===== config.mk =====
export PLATFORM = sky130hd
export DESIGN_NAME = indexed_sequence_store_top_flat
export DESIGN_NICKNAME = d
export VERILOG_FILES = /design/src/hdl/iss_pkg.sv /design/src/hdl/iss_req_if.sv /design/src/hdl/iss_rsp_if.sv /design/src/hdl/indexed_sequence_store_top.sv /design/src/hdl/iss_mem.sv /design/src/hdl/iss_ctrl.sv /design/src/flat_wrapper.sv
export VERILOG_INCLUDE_DIRS = /design/src /design/src/hdl
export SDC_FILE = /design/constraint.sdc
export NUM_CORES = 2
export LEC_CHECK = 0
export ABC_AREA = 0
export BUFFER_PORTS_ARGS = -buffer_cell sky130_fd_sc_hd__buf_2
export CORE_ASPECT_RATIO = 0.7
export CORE_MARGIN = 2
export CORE_UTILIZATION = 45
export DETAILED_ROUTE_END_ITERATION = 16
export PLACE_DENSITY = 0.66
export SKIP_LAST_GASP = 1
export SLEW_MARGIN = 15
export SYNTH_ARGS = -nofsm -noshare
export SYNTH_HDL_FRONTEND = slang
export SYNTH_SLANG_ARGS = --single-unit

===== constraint.sdc =====
create_clock -name clk -period 6.7 [get_ports clk]
set_input_delay 0.335 -clock clk [delete_from_list [all_inputs] [get_ports clk]]
set_output_delay 0.335 -clock clk [all_outputs]
set_load 0.05 [all_outputs]

===== src/hdl/indexed_sequence_store_top_macros.svh =====
`ifndef INDEXED_SEQUENCE_STORE_TOP_MACROS_SVH
`define INDEXED_SEQUENCE_STORE_TOP_MACROS_SVH

// property checked at every clock edge outside reset
`define ISS_ASSERT(lbl, prop, msg) \
  lbl: assert property (@(posedge clk) disable iff (rst) (prop)) else $error(msg);

// consequence checked in the cycle after the trigger
`define ISS_ASSERT_NEXT(lbl, ante, cons, msg) \
  lbl: assert property (@(posedge clk) disable iff (rst) (ante) |=> (cons)) else $error(msg);

`endif


===== src/hdl/iss_pkg.sv =====
`timescale 1ns / 1ps
`default_nettype none

package iss_pkg;

  localparam int KIND_W   = 2;
  localparam int POS_W    = 6;
  localparam int VALUE_W  = 32;
  localparam int DATA_W_O = 32;
  localparam int STATUS_W = 2;
  localparam int COUNT_W  = 7;

  localparam logic [KIND_W-1:0] KIND_APPEND = 2'd0;
  localparam logic [KIND_W-1:0] KIND_READ   = 2'd1;
  localparam logic [KIND_W-1:0] KIND_REMOVE = 2'd2;

  localparam logic [STATUS_W-1:0] ST_OK    = 2'd0;
  localparam logic [STATUS_W-1:0] ST_RANGE = 2'd1;
  localparam logic [STATUS_W-1:0] ST_FULL  = 2'd2;

endpackage

`default_nettype wire


===== src/hdl/iss_req_if.sv =====
`timescale 1ns / 1ps
`default_nettype none

interface iss_req_if;
  import iss_pkg::*;

  logic               valid;
  logic               ready;
  logic [KIND_W-1:0]  kind;
  logic [POS_W-1:0]   position;
  logic [VALUE_W-1:0] value;

  modport source (output valid, output kind, output position, output value, input ready);
  modport sink (input valid, input kind, input position, input value, output ready);
endinterface

`default_nettype wire


===== src/hdl/iss_rsp_if.sv =====
`timescale 1ns / 1ps
`default_nettype none

interface iss_rsp_if;
  import iss_pkg::*;

  logic                valid;
  logic                ready;
  logic [DATA_W_O-1:0] data;
  logic [STATUS_W-1:0] status;
  logic [COUNT_W-1:0]  count;

  modport source (output valid, output data, output status, output count, input ready);
  modport sink (input valid, input data, input status, input count, output ready);
endinterface

`default_nettype wire


===== src/hdl/indexed_sequence_store_top.sv =====
// append: accept, then S_DONE loads the result word; read: accept, S_RDWAIT, then S_DONE
// remove at position p with n elements held: S_RMDATA, then S_SHIFT moves n - 1 - p entries, one entry moved per cycle
// through the single write port of the element memory; one request in flight at a time
// a new request is taken while the previous result word still waits on the output register
// synchronous active-high reset empties the store; element memory itself is not cleared
`timescale 1ns / 1ps
`default_nettype none

module indexed_sequence_store_top #(
  parameter int DEPTH  = 64,
  parameter int DATA_W = 32
) (
  input wire logic  clk,
  input wire logic  rst,
  iss_req_if.sink   req,
  iss_rsp_if.source rsp
);
  import iss_pkg::*;

  localparam int AW = $clog2(DEPTH);

  logic              mem_we;
  logic [AW-1:0]     mem_waddr;
  logic [DATA_W-1:0] mem_wdata;
  logic [AW-1:0]     mem_raddr;
  logic [DATA_W-1:0] mem_rdata;

  iss_ctrl #(
    .DEPTH  (DEPTH),
    .DATA_W (DATA_W)
  ) u_ctrl (
    .clk       (clk),
    .rst       (rst),
    .req       (req),
    .rsp       (rsp),
    .mem_we    (mem_we),
    .mem_waddr (mem_waddr),
    .mem_wdata (mem_wdata),
    .mem_raddr (mem_raddr),
    .mem_rdata (mem_rdata)
  );

  iss_mem #(
    .DEPTH  (DEPTH),
    .DATA_W (DATA_W)
  ) u_mem (
    .clk   (clk),
    .we    (mem_we),
    .waddr (mem_waddr),
    .wdata (mem_wdata),
    .raddr (mem_raddr),
    .rdata (mem_rdata)
  );

endmodule

`default_nettype wire


===== src/hdl/iss_mem.sv =====
`timescale 1ns / 1ps
`default_nettype none

module iss_mem #(
  parameter int DEPTH  = 64,
  parameter int DATA_W = 32,
  localparam int AW    = $clog2(DEPTH)
) (
  input  wire logic              clk,
  input  wire logic              we,
  input  wire logic [AW-1:0]     waddr,
  input  wire logic [DATA_W-1:0] wdata,
  input  wire logic [AW-1:0]     raddr,
  output logic      [DATA_W-1:0] rdata
);

  logic [DATA_W-1:0] mem [DEPTH];

  always_ff @(posedge clk) begin
    if (we) begin
      mem[waddr] <= wdata;
    end
    rdata <= mem[raddr];
  end

endmodule

`default_nettype wire


===== src/hdl/iss_ctrl.sv =====
`timescale 1ns / 1ps
`default_nettype none
`include "indexed_sequence_store_top_macros.svh"

module iss_ctrl #(
  parameter int DEPTH  = 64,
  parameter int DATA_W = 32,
  localparam int AW    = $clog2(DEPTH)
) (
  input  wire logic              clk,
  input  wire logic              rst,
  iss_req_if.sink                req,
  iss_rsp_if.source              rsp,
  output logic                   mem_we,
  output logic      [AW-1:0]     mem_waddr,
  output logic      [DATA_W-1:0] mem_wdata,
  output logic      [AW-1:0]     mem_raddr,
  input  wire logic [DATA_W-1:0] mem_rdata
);
  import iss_pkg::*;

  localparam int LW = $clog2(DEPTH + 1);
  localparam int CW = (LW > POS_W) ? LW : POS_W;

  typedef enum logic [4:0] {
    S_IDLE   = 5'b00001,
    S_RDWAIT = 5'b00010,
    S_RMDATA = 5'b00100,
    S_SHIFT  = 5'b01000,
    S_DONE   = 5'b10000
  } state_t;

  state_t              state;
  logic [LW-1:0]       len;
  logic [AW-1:0]       idx;
  logic [DATA_W-1:0]   res_data;
  logic [STATUS_W-1:0] res_status;
  logic                out_valid;
  logic [DATA_W_O-1:0] out_data;
  logic [STATUS_W-1:0] out_status;
  logic [COUNT_W-1:0]  out_count;

  logic          acc;
  logic          full;
  logic          in_range;
  logic [CW-1:0] pos_c;

  assign req.ready = (state == S_IDLE);
  assign acc       = req.valid && req.ready;
  assign pos_c     = CW'(req.position);
  assign in_range  = pos_c < CW'(len);
  assign full      = (len == LW'(DEPTH));

  assign rsp.valid  = out_valid;
  assign rsp.data   = out_data;
  assign rsp.status = out_status;
  assign rsp.count  = out_count;

  always_comb begin
    case (state)
      S_IDLE:   mem_raddr = AW'(pos_c);
      S_RMDATA: mem_raddr = idx + AW'(1);
      S_SHIFT:  mem_raddr = idx + AW'(2);
      default:  mem_raddr = idx;
    endcase
  end

  assign mem_we    = (acc && req.kind == KIND_APPEND && !full) || (state == S_SHIFT);
  assign mem_waddr = (state == S_SHIFT) ? idx : AW'(len);
  assign mem_wdata = (state == S_SHIFT) ? mem_rdata : DATA_W'(req.value);

  always_ff @(posedge clk) begin
    if (rst) begin
      state     <= S_IDLE;
      len       <= '0;
      out_valid <= 1'b0;
    end else begin
      if (state == S_DONE && (!out_valid || rsp.ready)) begin
        out_valid <= 1'b1;
      end else if (rsp.valid && rsp.ready) begin
        out_valid <= 1'b0;
      end
      case (state)
        S_IDLE: begin
          if (acc) begin
            res_data   <= '0;
            res_status <= ST_OK;
            idx        <= AW'(pos_c);
            state      <= S_DONE;
            case (req.kind)
              KIND_APPEND: begin
                if (full) begin
                  res_status <= ST_FULL;
                end else begin
                  len <= len + LW'(1);
                end
              end
              KIND_READ: begin
                if (in_range) begin
                  state <= S_RDWAIT;
                end else begin
                  res_status <= ST_RANGE;
                end
              end
              KIND_REMOVE: begin
                if (in_range) begin
                  state <= S_RMDATA;
                end else begin
                  res_status <= ST_RANGE;
                end
              end
              default: begin
                res_status <= ST_OK;
              end
            endcase
          end
        end
        S_RDWAIT: begin
          res_data <= mem_rdata;
          state    <= S_DONE;
        end
        S_RMDATA: begin
          res_data <= mem_rdata;
          if (LW'(idx) + LW'(1) < len) begin
            state <= S_SHIFT;
          end else begin
            len   <= len - LW'(1);
            state <= S_DONE;
          end
        end
        S_SHIFT: begin
          idx <= idx + AW'(1);
          if (!(LW'(idx) + LW'(2) < len)) begin
            len   <= len - LW'(1);
            state <= S_DONE;
          end
        end
        S_DONE: begin
          if (!out_valid || rsp.ready) begin
            out_data   <= DATA_W_O'(res_data);
            out_status <= res_status;
            out_count  <= COUNT_W'(len);
            state      <= S_IDLE;
          end
        end
        default: begin
          state <= S_IDLE;
        end
      endcase
    end
  end

  `ISS_ASSERT(a_len_bound, len <= LW'(DEPTH), "element count above depth")
  `ISS_ASSERT(a_write_in_bounds, !mem_we || (LW'(mem_waddr) <= len), "write past the tail")
  `ISS_ASSERT(a_shift_source, (state != S_SHIFT) || (LW'(idx) + LW'(1) < len), "shift source past the tail")
  `ISS_ASSERT_NEXT(a_append_grows, acc && req.kind == KIND_APPEND && !full, len == $past(len) + LW'(1), "append did not grow the count")

endmodule

`default_nettype wire

===== src/flat_wrapper.sv =====
// flat-port wrapper written by rule: the top's interface ports become plain ports
module indexed_sequence_store_top_flat import iss_pkg::*;
#(
  parameter int DEPTH  = 64,
  parameter int DATA_W = 32
)
  (clk, rst, req_valid, req_kind, req_position, req_value, req_ready, rsp_valid, rsp_data, rsp_status, rsp_count, rsp_ready);
  iss_req_if req_i ();
  iss_rsp_if rsp_i ();
  input wire logic clk;
  input wire logic rst;
  input wire logic [$bits(req_i.valid)-1:0] req_valid;
  input wire logic [$bits(req_i.kind)-1:0] req_kind;
  input wire logic [$bits(req_i.position)-1:0] req_position;
  input wire logic [$bits(req_i.value)-1:0] req_value;
  output wire logic [$bits(req_i.ready)-1:0] req_ready;
  output wire logic [$bits(rsp_i.valid)-1:0] rsp_valid;
  output wire logic [$bits(rsp_i.data)-1:0] rsp_data;
  output wire logic [$bits(rsp_i.status)-1:0] rsp_status;
  output wire logic [$bits(rsp_i.count)-1:0] rsp_count;
  input wire logic [$bits(rsp_i.ready)-1:0] rsp_ready;
  assign req_i.valid = req_valid;
  assign req_i.kind = req_kind;
  assign req_i.position = req_position;
  assign req_i.value = req_value;
  assign req_ready = req_i.ready;
  assign rsp_valid = rsp_i.valid;
  assign rsp_data = rsp_i.data;
  assign rsp_status = rsp_i.status;
  assign rsp_count = rsp_i.count;
  assign rsp_i.ready = rsp_ready;
  indexed_sequence_store_top #(.DEPTH(DEPTH), .DATA_W(DATA_W)) u_core (.clk(clk), .rst(rst), .req(req_i), .rsp(rsp_i));
endmodule

==> parameters.txt <==
Parameter                              Value

Run status
  Result of the run ... completed

Final layout
  Area growth syn-to-layout ... 11.9%
  Fraction of layout instances using a drive strength above 1 ... 0.0982
  Most frequent standard cell in the layout excluding fill and tap cells ... sky130_fd_sc_hd__edfxtp_1
  Total number of nets in the final design ... roughly 6,100
  Final Instance Count excl. Fillers ... slightly below 9,000
  Commonest non-fill, non-tap cells in the layout ... sky130_fd_sc_hd__edfxtp_1 (2,129), sky130_fd_sc_hd__nand2_1 (1,636), sky130_fd_sc_hd__a21oi_1 (565), sky130_fd_sc_hd__a32oi_1 (416), sky130_fd_sc_hd__clkbuf_16 (201)
  Finished layout cell area ... 94,800 µm²

Placed design
  Count of input and output buffers ... 86
  DP Cell Count ... approximately 8,300
  Total half-perimeter wirelength after legalization and detailed placement ... ~160,000 µm
  Final RePlAce weighted congestion ... about 0.96
  Placed instance area ... between 80,000 and 90,000 µm²

Synthesis
  Post-synthesis sequential element count ... ~2,200
  Post-Syn Nets ... just over 6,000
  Fraction of synthesis flops using an asynchronous set or reset pin ... 0
  Netlist Area Pre-Place ... roughly 85,000 µm²
  Sequential share of the synthesized area ... 0.765
  EDFF count, synth ... 2,129
  Most instantiated flip-flop cell in the synthesis netlist ... sky130_fd_sc_hd__edfxtp_1
  Synthesized area per cell ... between 10 and 15 µm²
  Yosys Warn Count ... 0
  Number of instances in the synthesized netlist ... about 6,000
  Number of distinct standard cells referenced by the synthesized netlist ... 63

Floorplan
  Number of rows created at floorplan ... approximately 130
  Number of ports placed on the die boundary ... 87
  Area of the core ... about 190,000 µm²
  Die height ... 367 µm
  Initial Util ... 0.452
  Die Width ... around 520 µm
  Die Area ... between 150,000 and 200,000 µm²

Clock network
  Number of cells upsized or downsized after cts ... 0
  TritonCTS clock tree ... yes
  Root buffer cell ... sky130_fd_sc_hd__clkbuf_16
  Clock latency at the later pin of the worst-skew pair ... roughly 0.86 ns
  TritonCTS buffer count ... 198
  Clock H-tree levels ... 4
  Clk pin slew, worst setup/hold paths ... 0.07 ns
  Number of clock sinks ... 2,174
  Clock Tree Buf Depth ... 4

Setup path
  Cell type group with the largest total delay on the critical path ... simple AND/OR/NAND/NOR gates
  Critical path arrival ... 5.93 ns
  Type of element launching the critical path ... flip-flop
  WP buf/inv ... 1
  Chain of cells forming the critical path ... a2111o_1 > a221oi_2 > and2_4 > buf_12 > nand2_1 > a32oi_1 > o22ai_1 > nor4_1 > and4_1
  Maximum cell stage delay along the critical path ... a little over 1 ns
  CP Max Fanout ... 70
  Kind of end point of the critical path ... flip-flop
  Library cell contributing the largest single delay on the critical path ... sky130_fd_sc_hd__nor4_1
  CP Data Required Time ... 7.49 ns
  Critical setup path kind ... reg2reg
  Worst-case register-to-register setup slack ... 1.56 ns

Pwr
  LEAKAGE ... between 0.03 and 0.04 µW
  Power density normalized to cell area ... 315 nW/µm²
  Peak supply drop ... 0.221 mV

STA
  Worst-margin pin slew ... 1.25 ns
  Tcrit/Tclk final ... 0.767
  Setup repair after global routing missed its margin ... false
  Max-slew headroom ... 0.164
  Worst-case clock skew ... between 0.08 and 0.09 ns
  Post-layout min period ... slightly above 5 ns
  Final-report max-slew violation count ... 0
  Hold Fails Final Rpt ... 0
  Max Freq ... 195 MHz
  Setup tns final ... 0 ns
  Number of setup violations in the final report ... 0

Route
  Detailed router's first-iteration violation count ... 10,300
  Vias per cell ... approximately 6.2
  Antenna Violating Nets Remaining ... 0
  Via count of the routed design ... between 50,000 and 60,000
  Number of DRC violations after detailed routing ... 0
  WL final ... 259,000 µm
  First-pass iteration count of the detailed router ... 8
  Routed WL per cell ... just under 30 µm

Flow run
  Count of maximum capacitance violations ... 0

GRT
  Antenna violations before repair ... 20
  Vias in the first global route ... a little under 50,000
  GR Overflow Total ... 0
  Global routing usage summed across all routing layers ... 0.263
  Largest net degree at the start of global routing ... between 150 and 200
  Wire length of the first global-routing pass ... around 360,000 µm

Hold path
  Class of the tightest hold or removal check ... in2reg
-- worst min-delay path, cell delays in order --
cell and delay, ns:
sky130_fd_sc_hd__buf_2 0.12, sky130_fd_sc_hd__ha_1 0.15, sky130_fd_sc_hd__nor3b_1 0.05
-- flip-flops by register name, indices dropped and copies added, names as in the netlist --
| signal | count |
|---|---|
| u_core.u_mem.mem | 2048 |
| u_core.u_ctrl.idx | 6 |
| u_core.u_ctrl.res_status | 2 |
| u_core.u_mem.rdata | 32 |
| u_core.u_ctrl.rsp.data | 32 |
| u_core.u_ctrl.rsp.status | 2 |
| u_core.u_ctrl.state | 5 |
| u_core.u_ctrl.rsp.count | 7 |
| u_core.u_ctrl.len | 7 |
| u_core.u_ctrl.res_data | 32 |
| u_core.u_ctrl.rsp.valid | 1 |
-- worst paths after layout --
check / startpoint / to / depth (start not counted)
worst max-delay path: u_core.u_ctrl.state[3] / u_core.u_mem.rdata[21] / 9
worst min register to register: u_core.u_ctrl.res_data[13] / u_core.u_ctrl.rsp.data[13] / 0
worst min-delay path: req_kind[0] / u_core.u_ctrl.res_status[1] / 3
worst max register to register: u_core.u_ctrl.state[3] / u_core.u_mem.rdata[21] / 9
-- cell usage after synthesis, types with 2 or more instances --
master / instances / area share
sky130_fd_sc_hd__o211ai_1: 3 / 0.00027
sky130_fd_sc_hd__a211oi_1: 2 / 0.00018
sky130_fd_sc_hd__nand4_1: 3 / 0.00022
sky130_fd_sc_hd__and3b_1: 2 / 0.00021
sky130_fd_sc_hd__dfxtp_1: 45 / 0.011
sky130_fd_sc_hd__buf_1: 6 / 0.00027
sky130_fd_sc_hd__a21oi_1: 565 / 0.033
sky130_fd_sc_hd__buf_2: 166 / 0.0098
sky130_fd_sc_hd__and3_1: 3 / 0.00022
sky130_fd_sc_hd__a32oi_1: 416 / 0.043
sky130_fd_sc_hd__and2_1: 41 / 0.0030
sky130_fd_sc_hd__nor3b_1: 6 / 0.00053
sky130_fd_sc_hd__mux2i_1: 4 / 0.00047
sky130_fd_sc_hd__nor2_1: 154 / 0.0068
sky130_fd_sc_hd__or3_1: 8 / 0.00059
sky130_fd_sc_hd__edfxtp_1: 2129 / 0.75
sky130_fd_sc_hd__a22oi_1: 35 / 0.0031
sky130_fd_sc_hd__inv_1: 18 / 0.00080
sky130_fd_sc_hd__a221oi_1: 2 / 0.00021
sky130_fd_sc_hd__or2_2: 6 / 0.00044
sky130_fd_sc_hd__a31oi_1: 3 / 0.00022
sky130_fd_sc_hd__a21o_1: 9 / 0.00080
sky130_fd_sc_hd__nor3_1: 10 / 0.00059
sky130_fd_sc_hd__clkbuf_1: 240 / 0.011
sky130_fd_sc_hd__xor2_1: 5 / 0.00052
sky130_fd_sc_hd__buf_6: 2 / 0.00027
sky130_fd_sc_hd__o31a_1: 2 / 0.00021
sky130_fd_sc_hd__a32o_1: 97 / 0.011
sky130_fd_sc_hd__nand2_1: 1670 / 0.074
sky130_fd_sc_hd__nor4_1: 33 / 0.0024
sky130_fd_sc_hd__a21boi_0: 2 / 0.00018
sky130_fd_sc_hd__nor2b_1: 2 / 0.00015
sky130_fd_sc_hd__o21ai_0: 14 / 0.00083
sky130_fd_sc_hd__nand2b_1: 13 / 0.00096
sky130_fd_sc_hd__o31ai_1: 5 / 0.00044
sky130_fd_sc_hd__buf_4: 10 / 0.00089
sky130_fd_sc_hd__and4_1: 34 / 0.0035
sky130_fd_sc_hd__ha_1: 28 / 0.0041
sky130_fd_sc_hd__o22ai_1: 192 / 0.014
sky130_fd_sc_hd__nand3_1: 18 / 0.0011
sky130_fd_sc_hd__xnor2_1: 9 / 0.00093
-- where the power goes --
group,switching (µW),total [µW],internal (µW),leakage (µW)
Sequential,382,15400,15000,0.0195
Clock,4930,11000,6070,0.00296
Combinational,2540,3420,871,0.00789
Total,7850,29800,22000,0.0304
-- per-stage QoR --
stage	power, µW	hold slack, ns	setup WS [ns]	util
final	29800	0.0479	1.56	0.506
after global routing	30600	0.0490	1.56	0.506
after CTS	29800	0.000640	1.76	0.506
after detailed placement	19000	0.405	1.72	0.473
after global placement	18900	0.405	1.38	0.473
after floorplan	17400	0.400	1.73	-
-- cells by family after synthesis --
family,Yosys count,share of synthesized area
buf+inv,442,0.0227
mux,4,0.000473
simple gates,2010,0.0958
flops,2174,0.765
fa+ha+maj,29,0.00437
xor+xnor,14,0.00145
compound gates,1361,0.110
-- area by class of cell --
class,count,area [µm²]
fillers,15600,92500
flip-flops and latches,2174,64800
multi-input cells,3418,18700
clock buffers,257,5310
well taps,2497,3120
repair buffers,239,1960
clock inverters,85,788
inverters,18,67.6
diodes,10,25.0
-- repair_timing --
item,in CTS,in global routing
setup endpoints to repair,0,0
hold endpoints to repair,17,0
buffers inserted,0,0
hold buffers,10,0
-- per-layer routing --
| metal | GRT usage | routed length [µm] | vias up |
|---|---|---|---|
| met2 | 0.335 | 100000 | 3746 |
| met4 | 0.0491 | 4980 | 4 |
| met3 | 0.105 | 44200 | 348 |
| met1 | 0.417 | 109000 | 27200 |
| met5 | 0 | 28 | - |
| li1 | - | - | 23000 |
No activity file was read; power rests on OpenSTA's default activity.
